## src/rtl/wfg_pkg.sv

```systemverilog
// shared types, constants and the quarter-wave table of the waveform generator
package wfg_pkg;

  localparam int TIME_W   = 32;
  localparam int PER_W    = 24;
  localparam int AMP_W    = 16;
  localparam int VOLT_W   = 16;
  localparam int MODE_W   = 2;
  localparam int MOD_STEPS = TIME_W;
  localparam int DIV_STEPS = VOLT_W;
  localparam int NUM_W    = PER_W + AMP_W;
  localparam int CFG_AW   = 4;

  localparam logic [MODE_W-1:0] MODE_SQUARE = 2'd0;
  localparam logic [MODE_W-1:0] MODE_SAW    = 2'd1;
  localparam logic [MODE_W-1:0] MODE_SINE   = 2'd2;
  localparam logic [MODE_W-1:0] MODE_NONE   = 2'd3;

  localparam logic [CFG_AW-1:0] REG_WAVE_MODE = 4'h0;
  localparam logic [CFG_AW-1:0] REG_PERIOD    = 4'h4;
  localparam logic [CFG_AW-1:0] REG_AMPLITUDE = 4'h8;

  typedef struct packed {
    logic [PER_W-1:0]  rem;
    logic [TIME_W-1:0] dvd;
    logic [VOLT_W-1:0] aux;
  } wfg_step_t;

  function automatic logic [14:0] quarter_sine(input logic [5:0] idx);
    logic [14:0] v;
    case (idx)
      6'd0:  v = 15'h0000; 6'd1:  v = 15'h0647; 6'd2:  v = 15'h0c8b; 6'd3:  v = 15'h12c7;
      6'd4:  v = 15'h18f8; 6'd5:  v = 15'h1f19; 6'd6:  v = 15'h2527; 6'd7:  v = 15'h2b1e;
      6'd8:  v = 15'h30fb; 6'd9:  v = 15'h36b9; 6'd10: v = 15'h3c56; 6'd11: v = 15'h41cd;
      6'd12: v = 15'h471c; 6'd13: v = 15'h4c3f; 6'd14: v = 15'h5133; 6'd15: v = 15'h55f4;
      6'd16: v = 15'h5a81; 6'd17: v = 15'h5ed6; 6'd18: v = 15'h62f1; 6'd19: v = 15'h66ce;
      6'd20: v = 15'h6a6c; 6'd21: v = 15'h6dc9; 6'd22: v = 15'h70e1; 6'd23: v = 15'h73b5;
      6'd24: v = 15'h7640; 6'd25: v = 15'h7883; 6'd26: v = 15'h7a7c; 6'd27: v = 15'h7c29;
      6'd28: v = 15'h7d89; 6'd29: v = 15'h7e9c; 6'd30: v = 15'h7f61; 6'd31: v = 15'h7fd7;
      default: v = 15'h7fff;
    endcase
    return v;
  endfunction

endpackage

```

## src/rtl/wfg_div_stage.sv

```systemverilog
// one registered restoring-division step with valid bit
module wfg_div_stage (
  input  logic                       clk,
  input  logic                       rst_n,
  input  logic                       en,
  input  logic [wfg_pkg::PER_W-1:0]  divisor,
  input  logic                       vld_in,
  input  wfg_pkg::wfg_step_t         step_in,
  output logic                       vld_out,
  output wfg_pkg::wfg_step_t         step_out
);
  import wfg_pkg::*;

  logic [PER_W:0]  trial;
  logic            ge;
  wfg_step_t       step_nxt;
  logic            vld_r;
  wfg_step_t       step_r;

  always_comb begin
    trial = {step_in.rem, step_in.dvd[TIME_W-1]};
    ge = trial >= {1'b0, divisor};
    step_nxt.rem = ge ? PER_W'(trial - {1'b0, divisor}) : trial[PER_W-1:0];
    step_nxt.dvd = {step_in.dvd[TIME_W-2:0], ge};
    step_nxt.aux = step_in.aux;
  end

  always_ff @(posedge clk) begin
    if (!rst_n) begin
      vld_r <= 1'b0;
    end else if (en) begin
      vld_r <= vld_in;
    end
    if (en) begin
      step_r <= step_nxt;
    end
  end

  assign vld_out  = vld_r;
  assign step_out = step_r;
endmodule

```

## config.mk

```make
export PLATFORM = sky130hd
export DESIGN_NAME = wfg_div_stage
export DESIGN_NICKNAME = d
export VERILOG_FILES = /design/src/rtl/wfg_pkg.sv /design/src/rtl/wfg_div_stage.sv
export SDC_FILE = /design/constraint.sdc
export NUM_CORES = 1
export LEC_CHECK = 0
export ABC_AREA = 1
export BUFFER_PORTS_ARGS = -buffer_cell sky130_fd_sc_hd__buf_4
export CORE_AREA = 2 2 103 105
export CTS_BUF_LIST = sky130_fd_sc_hd__clkbuf_8
export DETAILED_ROUTE_END_ITERATION = 8
export DIE_AREA = 0 0 105 107
export PLACE_DENSITY = 0.78
export SYNTH_ARGS = -nofsm -noshare
export SYNTH_HDL_FRONTEND = slang
export SYNTH_SLANG_ARGS = --single-unit
```

## constraint.sdc

```tcl
create_clock -name clk -period 1.7 [get_ports clk]
set_clock_uncertainty 0.1 [all_clocks]
set_input_delay 0.17 -clock clk [delete_from_list [all_inputs] [get_ports clk]]
set_output_delay 0.17 -clock clk [all_outputs]
set_load 0.005 [all_outputs]
```

==> impl_metrics.py, run 1 <==
metrics = {
    "clocking": {
        "clock_latency_ns": 0.35,
        "cts.path.max_buffers": 2,
        "cts.clk_slew.worst_paths_ns": 0.08,
        "cts_root_buffer": "clkbuf_8",
        "cts_tree": "done",
        "clock-sinks": 73,
        "htree_levels": 3,
        "cts_buffers": 9,
    },
    "finish": {
        "final_util_pct": 79.2,
        "drive_gt1_share_pct": 42.9,
        "area.growth.synth_to_final_pct": 76.4,
        "layout_common_cells": "buf_4 (246), nand2_1 (185), inv_1 (99)",
        "final_common_cell": "buf_4",
        "fin_nets": 999,
        "diodes": 0,
        "fill_cells": 653,
    },
    "setup_path": {
        "regToRegEndpoint": "vld_out",
        "reg2reg_slack_ns": 0.30,
        "cp_data_required_time_ns": 1.70,
        "path_class": "in -> reg",
        "cp.arrival_ns": 1.70,
        "r2r-start": "vld_out",
        "cp-end-kind": "flip-flop",
        "worst_r2r_path_depth": 3,
        "crit_fanout": 6,
        "startpoint_type": "input port",
    },
    "timing": {
        "finalHoldViolations": 0,
        "final.setup.tns_ns": -0.00303,
        "drv_slew": 0,
        "whs_ns": 0.0687,
        "rsz0062_at_grt": "yes",
        "relSlewSlack_pct": 79.1,
        "fin_ws_ns": -0.00303,
        "fin_crit_sh_pct": 100,
        "min_period_ns": 1.70,
        "max_freq_mhz": 587,
        "finalSetupViolations": 1,
        "tightest_slew_ns": 0.314,
    },
    "synth": {
        "syn_avg_cell_area_um2": 8.06,
        "synth_top_cell_by_area": "edfxtp_1",
        "synthMuxAreaShare_pct": 0,
        "synthTopCellsByArea": "edfxtp_1 (48%), nand2_1 (18%), inv_1 (9.9%), ha_1 (6.6%), nand4_1 (4.0%)",
        "synth_nets": 687,
        "synthAdderAreaFrac_pct": 7.07,
        "synth_xor_area_share_pct": 2.13,
        "synth.distinct_cells": 26,
        "synthSimpleGateAreaFrac_pct": 29.7,
        "netlist_instances": 562,
        "yosysSeqAreaShare_pct": 48.2,
        "synth_top_area_share_pct": 47.7,
        "synth-compound-area-share_pct": 1.85,
        "syn-cell-area_mm2": 0.00453,
        "synth_top_family_by_area": "simple AND/OR/NAND/NOR gates",
        "yosysWarnings": 0,
        "yosys_register_bits": 73,
    },
    "grt": {
        "grt.total_usage_pct": 28.7,
        "grt_max_degree": 53,
        "antenna_found_initial": 0,
        "grt_pass1_wl_um": 24900,
        "overflow": 0,
        "grt_pass1_vias": 5026,
    },
    "placement": {
        "dp_hpwl_um": 11100,
        "routabilityCongestion": 0.889,
        "post-place-ws_ns": -0.383,
        "io_buffers": 172,
    },
    "die": {
        "die_w_um": 105,
        "initial_core_util_pct": 44.9,
        "dieArea_mm2": 0.0112,
        "core_mm2": 0.0101,
        "die_h_um": 107,
        "num_rows": 37,
        "io_pins": 173,
    },
    "drt": {
        "drcViolationCount": 0,
        "wirelength_um": 17000,
        "drt_iter0_markers": 341,
        "vias": 5134,
        "routed_via_density": 5.06,
        "firstDrtPassIters": 5,
        "wl_per_cell_um": 16.7,
        "final_antenna_net_count": 0,
    },
    "min_path": {
        "min_path_type": "in -> reg",
        "holdPathStages": 3,
        "min_to": "step_out[52]",
        "min_from": "step_in[51]",
    },
    "pwr": {
        "peakVddDrop_mv": 0.448,
        "p_per_area_mw_per_mm2": 724,
        "power_leakage_nw": 4.03,
    },
    "run_status": {
        "violations": "negative setup slack",
        "status": "complete, but fails checks",
    },
    "run": {
        "cap_viol_max_count": 0,
    },
}
metrics by stage:
step	cell area (um2)	std cells	power, W
5_1_grt	7990	1015	0.00602
3_5_place_dp	6990	942	0.00398
3_3_place_gp	6990	942	0.00394
6_report	7990	1015	0.00579
2_1_floorplan	4950	562	0.00306
4_1_cts	7700	1007	0.00560
sequential cells by signal, indices dropped and copies added (netlist names):
register,flops
step_out,72
vld_out,1
critical path, cell delays in order:
cell and delay (ns):
buf_4 0.13, ha_4 0.29, nand2_1 0.10, inv_1 0.13
nand3_2 0.11, nor3_4 0.19, nand3_4 0.21, buf_6 0.20
nand4_1 0.10, nand2_1 0.08
cell families (layout without fill, tap and decap cells):
group	after synthesis	after routing
compound gates	14	14
simple gates	311	311
buf+inv	128	445
fa+ha+maj	25	25
xor+xnor	11	11
flops	73	73
repair_timing:
item / 4_1_cts / 5_1_grt
pin swaps: 0 / 12
hold buffers: 49 / 0
hold endpoints to repair: 48 / 0
setup buffers: 0 / 5
gates resized for setup: 0 / 56
endpoints found under the setup margin: 1 / 24
gates cloned: 0 / 3
worst max-delay path by stage:
stage                     start            to  slack [ns]
floorplan           divisor[12]  step_out[51]       -0.03
global placement    divisor[12]  step_out[61]       -0.35
detailed placement  divisor[12]  step_out[71]       -0.38
CTS                 divisor[12]  step_out[71]      -0.006
global route         divisor[2]  step_out[53]       -0.06
finish              step_in[49]  step_out[53]      -0.003
report_power, final:
part / internal [W] / total [W] / leakage, nW / switching [W]
logic: 0.00102 / 0.00197 / 3.20 / 0.000943
clock network: 0.000844 / 0.00156 / 0.116 / 0.000720
registers: 0.00220 / 0.00226 / 0.712 / 0.0000625
routing by layer:
metal | share of wire [%] | GRT usage, %
met1 | 37 | 32.3
met4 | 4.7 | 12.0
met2 | 51 | 52.6
met3 | 7.7 | 6.08
met5 | 0 | 0
cells in the mapped netlist (all sizes together):
library cell and instances:
a21oi 12, buf 8, dfxtp 1, edfxtp 72
fa 1, ha 24, inv 120, nand2 217
nand3 29, nand3b 1, nand4 29, nor2 30
nor3 4, nor4 1, o21a 1, o21ai 1
xnor2 1, xor2 10
final cells by class:
cell class	instances	area, um2	area share [%]
Clock buffer	9	124	1.55
Clock inverter	7	103	1.28
Inverter	120	473	5.92
Multi-Input combinational cell	361	2370	29.6
Sequential cell	73	2180	27.3
Tap cell	136	170	2.13
Timing Repair Buffer	309	2570	32.2
Power figures use the tool's default switching activity.
==> run 2, diff against run 1 <==
--- a/config.mk
+++ b/config.mk
@@ -12,6 +12,7 @@
 export DETAILED_ROUTE_END_ITERATION = 8
 export DIE_AREA = 0 0 105 107
 export PLACE_DENSITY = 0.78
+export SKIP_CTS_REPAIR_TIMING = 1
 export SYNTH_ARGS = -nofsm -noshare
 export SYNTH_HDL_FRONTEND = slang
 export SYNTH_SLANG_ARGS = --single-unit
==> constraint.sdc (replaced) <==
create_clock -name clk -period 1.7 [get_ports clk]
set_clock_uncertainty 0.1 [all_clocks]
set_input_delay 0.085 -clock clk [delete_from_list [all_inputs] [get_ports clk]]
set_output_delay 0.085 -clock clk [all_outputs]
set_load 0.005 [all_outputs]
==> impl_metrics.py, run 2 (same netlist as run 1, synthesis figures left out) <==
metrics = {
    "timing": {
        "finalHoldViolations": 1,
        "min_period_ns": 1.68,
        "max_freq_mhz": 595,
        "whs_ns": -0.00573,
        "relSlewSlack_pct": 77.8,
        "rsz0062_at_grt": "yes",
        "tightest_slew_ns": 0.333,
        "finalSetupViolations": 0,
        "drv_slew": 0,
        "fin_crit_sh_pct": 98.9,
        "fin_ws_ns": 0.0195,
    },
    "run": {
        "cap_viol_max_count": 0,
    },
    "setup_path": {
        "reg2reg_slack_ns": 0.35,
        "crit_path_end": "step_out[67]",
        "cp_data_required_time_ns": 1.71,
        "cp-end-kind": "flip-flop",
        "crit_fanout": 4,
        "cp-startpoint": "divisor[14]",
        "worst_r2r_path_depth": 3,
        "cp.arrival_ns": 1.69,
        "startpoint_type": "input port",
        "r2r-start": "vld_out",
        "regToRegEndpoint": "vld_out",
        "path_class": "in -> reg",
    },
    "die": {
        "die_w_um": 105,
        "num_rows": 37,
        "io_pins": 173,
        "die_h_um": 107,
        "dieArea_mm2": 0.0112,
        "initial_core_util_pct": 44.9,
        "core_mm2": 0.0101,
    },
    "finish": {
        "largest_reg_flops": 72,
        "final_common_cell": "buf_4",
        "final_cells": 1021,
        "layout_common_cells": "buf_4 (252), nand2_1 (206), inv_1 (118)",
        "area.growth.synth_to_final_pct": 71.0,
        "fin_nets": 1005,
        "diodes": 0,
        "drive_gt1_share_pct": 36.8,
    },
    "drt": {
        "vias": 5080,
        "wl_per_cell_um": 15.3,
        "routed_via_density": 4.98,
        "final_antenna_net_count": 0,
        "firstDrtPassIters": 5,
        "drcViolationCount": 0,
        "wirelength_um": 15600,
        "drt_iter0_markers": 328,
    },
    "run_status": {
        "violations": "negative hold slack",
        "status": "complete, but fails checks",
    },
    "clocking": {
        "cts_tree": "done",
        "cts.clk_slew.worst_paths_ns": 0.08,
        "cts.path.max_buffers": 2,
        "cts_root_buffer": "clkbuf_8",
        "htree_levels": 3,
        "clock_latency_ns": 0.34,
        "clock-sinks": 73,
        "cts_buffers": 9,
    },
    "grt": {
        "antenna_found_initial": 0,
        "grt.total_usage_pct": 24.0,
        "grt_pass1_vias": 4617,
        "grt_max_degree": 39,
        "overflow": 0,
        "grt_pass1_wl_um": 21100,
    },
    "placement": {
        "io_buffers": 172,
        "routabilityCongestion": 0.943,
        "dp_cells": 948,
        "post-place-ws_ns": -0.346,
        "dp_hpwl_um": 11200,
    },
    "min_path": {
        "min_path_type": "in -> reg",
    },
    "pwr": {
        "p_per_area_mw_per_mm2": 677,
        "power_leakage_nw": 3.97,
        "peakVddDrop_mv": 0.365,
    },
}
-- run 2: layout make-up --
cell class	count	area, um2
Inverter	120	450
Sequential cell	73	2180
Clock buffer	9	124
Timing Repair Buffer	315	2600
Fill cell	693	2340
Multi-Input combinational cell	361	2180
Clock inverter	7	37.5
Tap cell	136	170
-- run 2: worst max-delay path, cell delays in order --
cell,delay [ns]
buf_4,0.08
inv_1,0.05
ha_4,0.29
nand2_1,0.09
buf_4,0.14
nor2_2,0.19
inv_1,0.06
nor2_1,0.14
nand3b_1,0.18
nand4_1,0.14
nand2_1,0.08
nand2_1,0.08
nand2_1,0.07
-- run 2: where the power goes --
| group | switching, W | internal [W] | leakage, nW |
|---|---|---|---|
| registers | 0.0000598 | 0.00220 | 0.712 |
| logic | 0.000866 | 0.000977 | 3.17 |
| clock network | 0.000632 | 0.000514 | 0.0873 |
-- run 2: worst min path at each step --
stage,startpoint,to,slack (ns),cells past startpoint
2_1_floorplan,en,vld_out,0.08,1
3_3_place_gp,step_in[12],step_out[12],0.16,1
3_5_place_dp,step_in[17],step_out[18],0.16,1
4_1_cts,step_in[34],step_out[35],-0.21,1
5_1_grt,step_in[53],step_out[54],0.001,3
6_report,step_in[53],step_out[54],-0.006,3
-- run 2: per-layer routing --
metal	wire length (um)	track usage, %	up-vias	share of wire, %
li1	-	-	2418	-
met1	6050	27.4	2367	39
met2	8010	43.3	251	51
met3	1040	5.05	44	6.7
met4	482	10.5	0	3.1
met5	0	0	-	0
-- run 2: metrics by stage --
| step | utilization (%) | setup TNS [ns] | instance area, um2 | total power, W | hold slack (ns) |
|---|---|---|---|---|---|
| floorplan | - | 0 | 4790 | 0.00299 | 0.0785 |
| global placement | 68.1 | -6.89 | 6870 | 0.00390 | 0.163 |
| detailed placement | 68.1 | -7.77 | 6870 | 0.00394 | 0.164 |
| CTS | 69.7 | 0 | 7030 | 0.00506 | -0.206 |
| global route | 76.8 | -0.123 | 7750 | 0.00551 | 0.00146 |
| finish | 76.8 | 0 | 7750 | 0.00525 | -0.00573 |
==> run 3, diff against run 2 <==
--- a/config.mk
+++ b/config.mk
@@ -12,6 +12,7 @@
 export DETAILED_ROUTE_END_ITERATION = 8
 export DIE_AREA = 0 0 105 107
 export PLACE_DENSITY = 0.78
+export SETUP_SLACK_MARGIN = 0.15
 export SKIP_CTS_REPAIR_TIMING = 1
 export SYNTH_ARGS = -nofsm -noshare
 export SYNTH_HDL_FRONTEND = slang
==> impl_metrics.py, run 3 (same netlist as run 1, synthesis figures left out) <==
metrics = {
    "timing": {
        "tightest_slew_ns": 0.339,
        "finalSetupViolations": 6,
        "fin_crit_sh_pct": 104,
        "drv_slew": 0,
        "whs_ns": -0.0322,
        "max_freq_mhz": 568,
        "finalHoldViolations": 3,
        "relSlewSlack_pct": 77.3,
        "rsz0062_at_grt": "yes",
        "fin_ws_ns": -0.0603,
        "min_period_ns": 1.76,
    },
    "drt": {
        "drcViolationCount": 0,
        "wirelength_um": 19500,
        "final_antenna_net_count": 0,
        "wl_per_cell_um": 19.1,
        "firstDrtPassIters": 5,
        "routed_via_density": 5.25,
        "vias": 5365,
        "drt_iter0_markers": 637,
    },
    "clocking": {
        "clock_latency_ns": 0.35,
        "cts.path.max_buffers": 2,
        "htree_levels": 3,
        "clock-sinks": 73,
        "cts.clk_slew.worst_paths_ns": 0.09,
        "cts_buffers": 9,
        "cts_root_buffer": "clkbuf_8",
        "cts_tree": "done",
    },
    "setup_path": {
        "cp-startpoint": "step_in[50]",
        "startpoint_type": "input port",
        "crit_fanout": 3,
        "crit_path_end": "step_out[62]",
        "cp_data_required_time_ns": 1.70,
        "worst_r2r_path_depth": 3,
        "cp.arrival_ns": 1.76,
        "path_class": "in -> reg",
        "r2r-start": "vld_out",
        "reg2reg_slack_ns": 0.29,
        "cp-end-kind": "flip-flop",
        "regToRegEndpoint": "vld_out",
    },
    "placement": {
        "routabilityCongestion": 0.927,
        "io_buffers": 172,
        "dp_hpwl_um": 11300,
        "post-place-ws_ns": -0.305,
    },
    "pwr": {
        "switching_power_w": 0.00189,
        "p_int_w": 0.00419,
        "peakVddDrop_mv": 0.551,
        "pwr-share-comb_pct": 37.0,
        "p_per_area_mw_per_mm2": 728,
        "power_leakage_nw": 4.14,
        "switching_share_pct": 31.2,
        "seqPwrFrac_pct": 37.2,
        "power_frac_clock_pct": 25.8,
    },
    "grt": {
        "grt_max_degree": 24,
        "grt.total_usage_pct": 24.1,
        "overflow": 0,
        "grt_pass1_vias": 4519,
        "grt_pass1_wl_um": 21200,
        "antenna_found_initial": 0,
    },
    "finish": {
        "layout_common_cells": "buf_4 (244), nand2_1 (139), inv_1 (89)",
        "area.growth.synth_to_final_pct": 84.2,
        "final_util_pct": 82.7,
        "final_common_cell": "buf_4",
        "diodes": 0,
        "largest_reg_flops": 72,
        "drive_gt1_share_pct": 50.6,
        "fin_nets": 1005,
    },
    "die": {
        "initial_core_util_pct": 44.9,
        "die_h_um": 107,
        "io_pins": 173,
        "die_w_um": 105,
        "core_mm2": 0.0101,
        "num_rows": 37,
        "dieArea_mm2": 0.0112,
    },
    "run_status": {
        "violations": "negative hold slack, negative setup slack",
        "status": "complete, but fails checks",
    },
    "min_path": {
        "min_path_type": "in -> reg",
    },
    "run": {
        "cap_viol_max_count": 0,
    },
}
==> run 3: cell count changes in the layout (fill, tap and decap cells not counted), moves of 6 or more <==
cell and change:
nand2_1 -67, nand2_2 +38, inv_1 -29, nand2_4 +29
inv_2 +16, buf_6 +12, buf_4 -8, inv_4 +8
nor2_1 -7, dlygate4sd3_1 -6
==> run 3: worst max-delay path: stages <==
cell and delay (ns):
buf_4 0.13, ha_4 0.30, nand2_1 0.10, buf_4 0.15, nor2_1 0.21, nand2_1 0.09, nand3_1 0.15, nand3_1 0.13
nand3_1 0.15, nand2_1 0.12, nand2_4 0.08, nand2_1 0.05
==> run 3: cell type report <==
cell class	instances	area [um2]
Clock buffer	10	138
Clock inverter	6	90.1
Fill cell	554	1750
Inverter	120	493
Multi-Input combinational cell	361	2620
Sequential cell	73	2180
Tap cell	136	170
Timing Repair Buffer	315	2650
==> run 3: metal layers <==
| layer | vias to the layer above | track usage (%) | part of all wire (%) |
|---|---|---|---|
| li1 | 2417 | - | - |
| met1 | 2480 | 28.7 | 36 |
| met2 | 373 | 44.4 | 50 |
| met3 | 95 | 3.89 | 8.5 |
| met4 | 0 | 7.62 | 5.0 |
| met5 | - | 0 | 0 |
==> run 3: how the worst min path moves through the flow <==
| stage | end | from | depth (start not counted) |
|---|---|---|---|
| after floorplan | vld_out | en | 1 |
| final | step_out[66] | step_in[65] | 3 |
| after global placement | step_out[18] | step_in[17] | 1 |
| after detailed placement | step_out[35] | step_in[34] | 1 |
| after global routing | step_out[66] | step_in[65] | 3 |
| after CTS | step_out[46] | step_in[45] | 1 |
==> run 3: power groups by stage <==
stage	Combinational (W)	Sequential, W	Clock (W)
2_1_floorplan	0.000748	0.00231	0
3_3_place_gp	0.00166	0.00228	0
3_5_place_dp	0.00170	0.00229	0
4_1_cts	0.00171	0.00225	0.00154
5_1_grt	0.00238	0.00228	0.00162
6_report	0.00225	0.00226	0.00157
==> run 3: per-stage QoR <==
stage | TNS (ns) | instance area, um2 | total power [W] | hold WS (ns) | instances
2_1_floorplan | 0 | 4950 | 0.00306 | 0.0785 | 562
3_3_place_gp | -6.74 | 6970 | 0.00394 | 0.163 | 942
3_5_place_dp | -6.77 | 6970 | 0.00399 | 0.164 | 942
4_1_cts | 0 | 7200 | 0.00550 | -0.198 | 958
5_1_grt | -0.265 | 8350 | 0.00627 | -0.0104 | 1021
6_report | -0.147 | 8350 | 0.00608 | -0.0322 | 1021
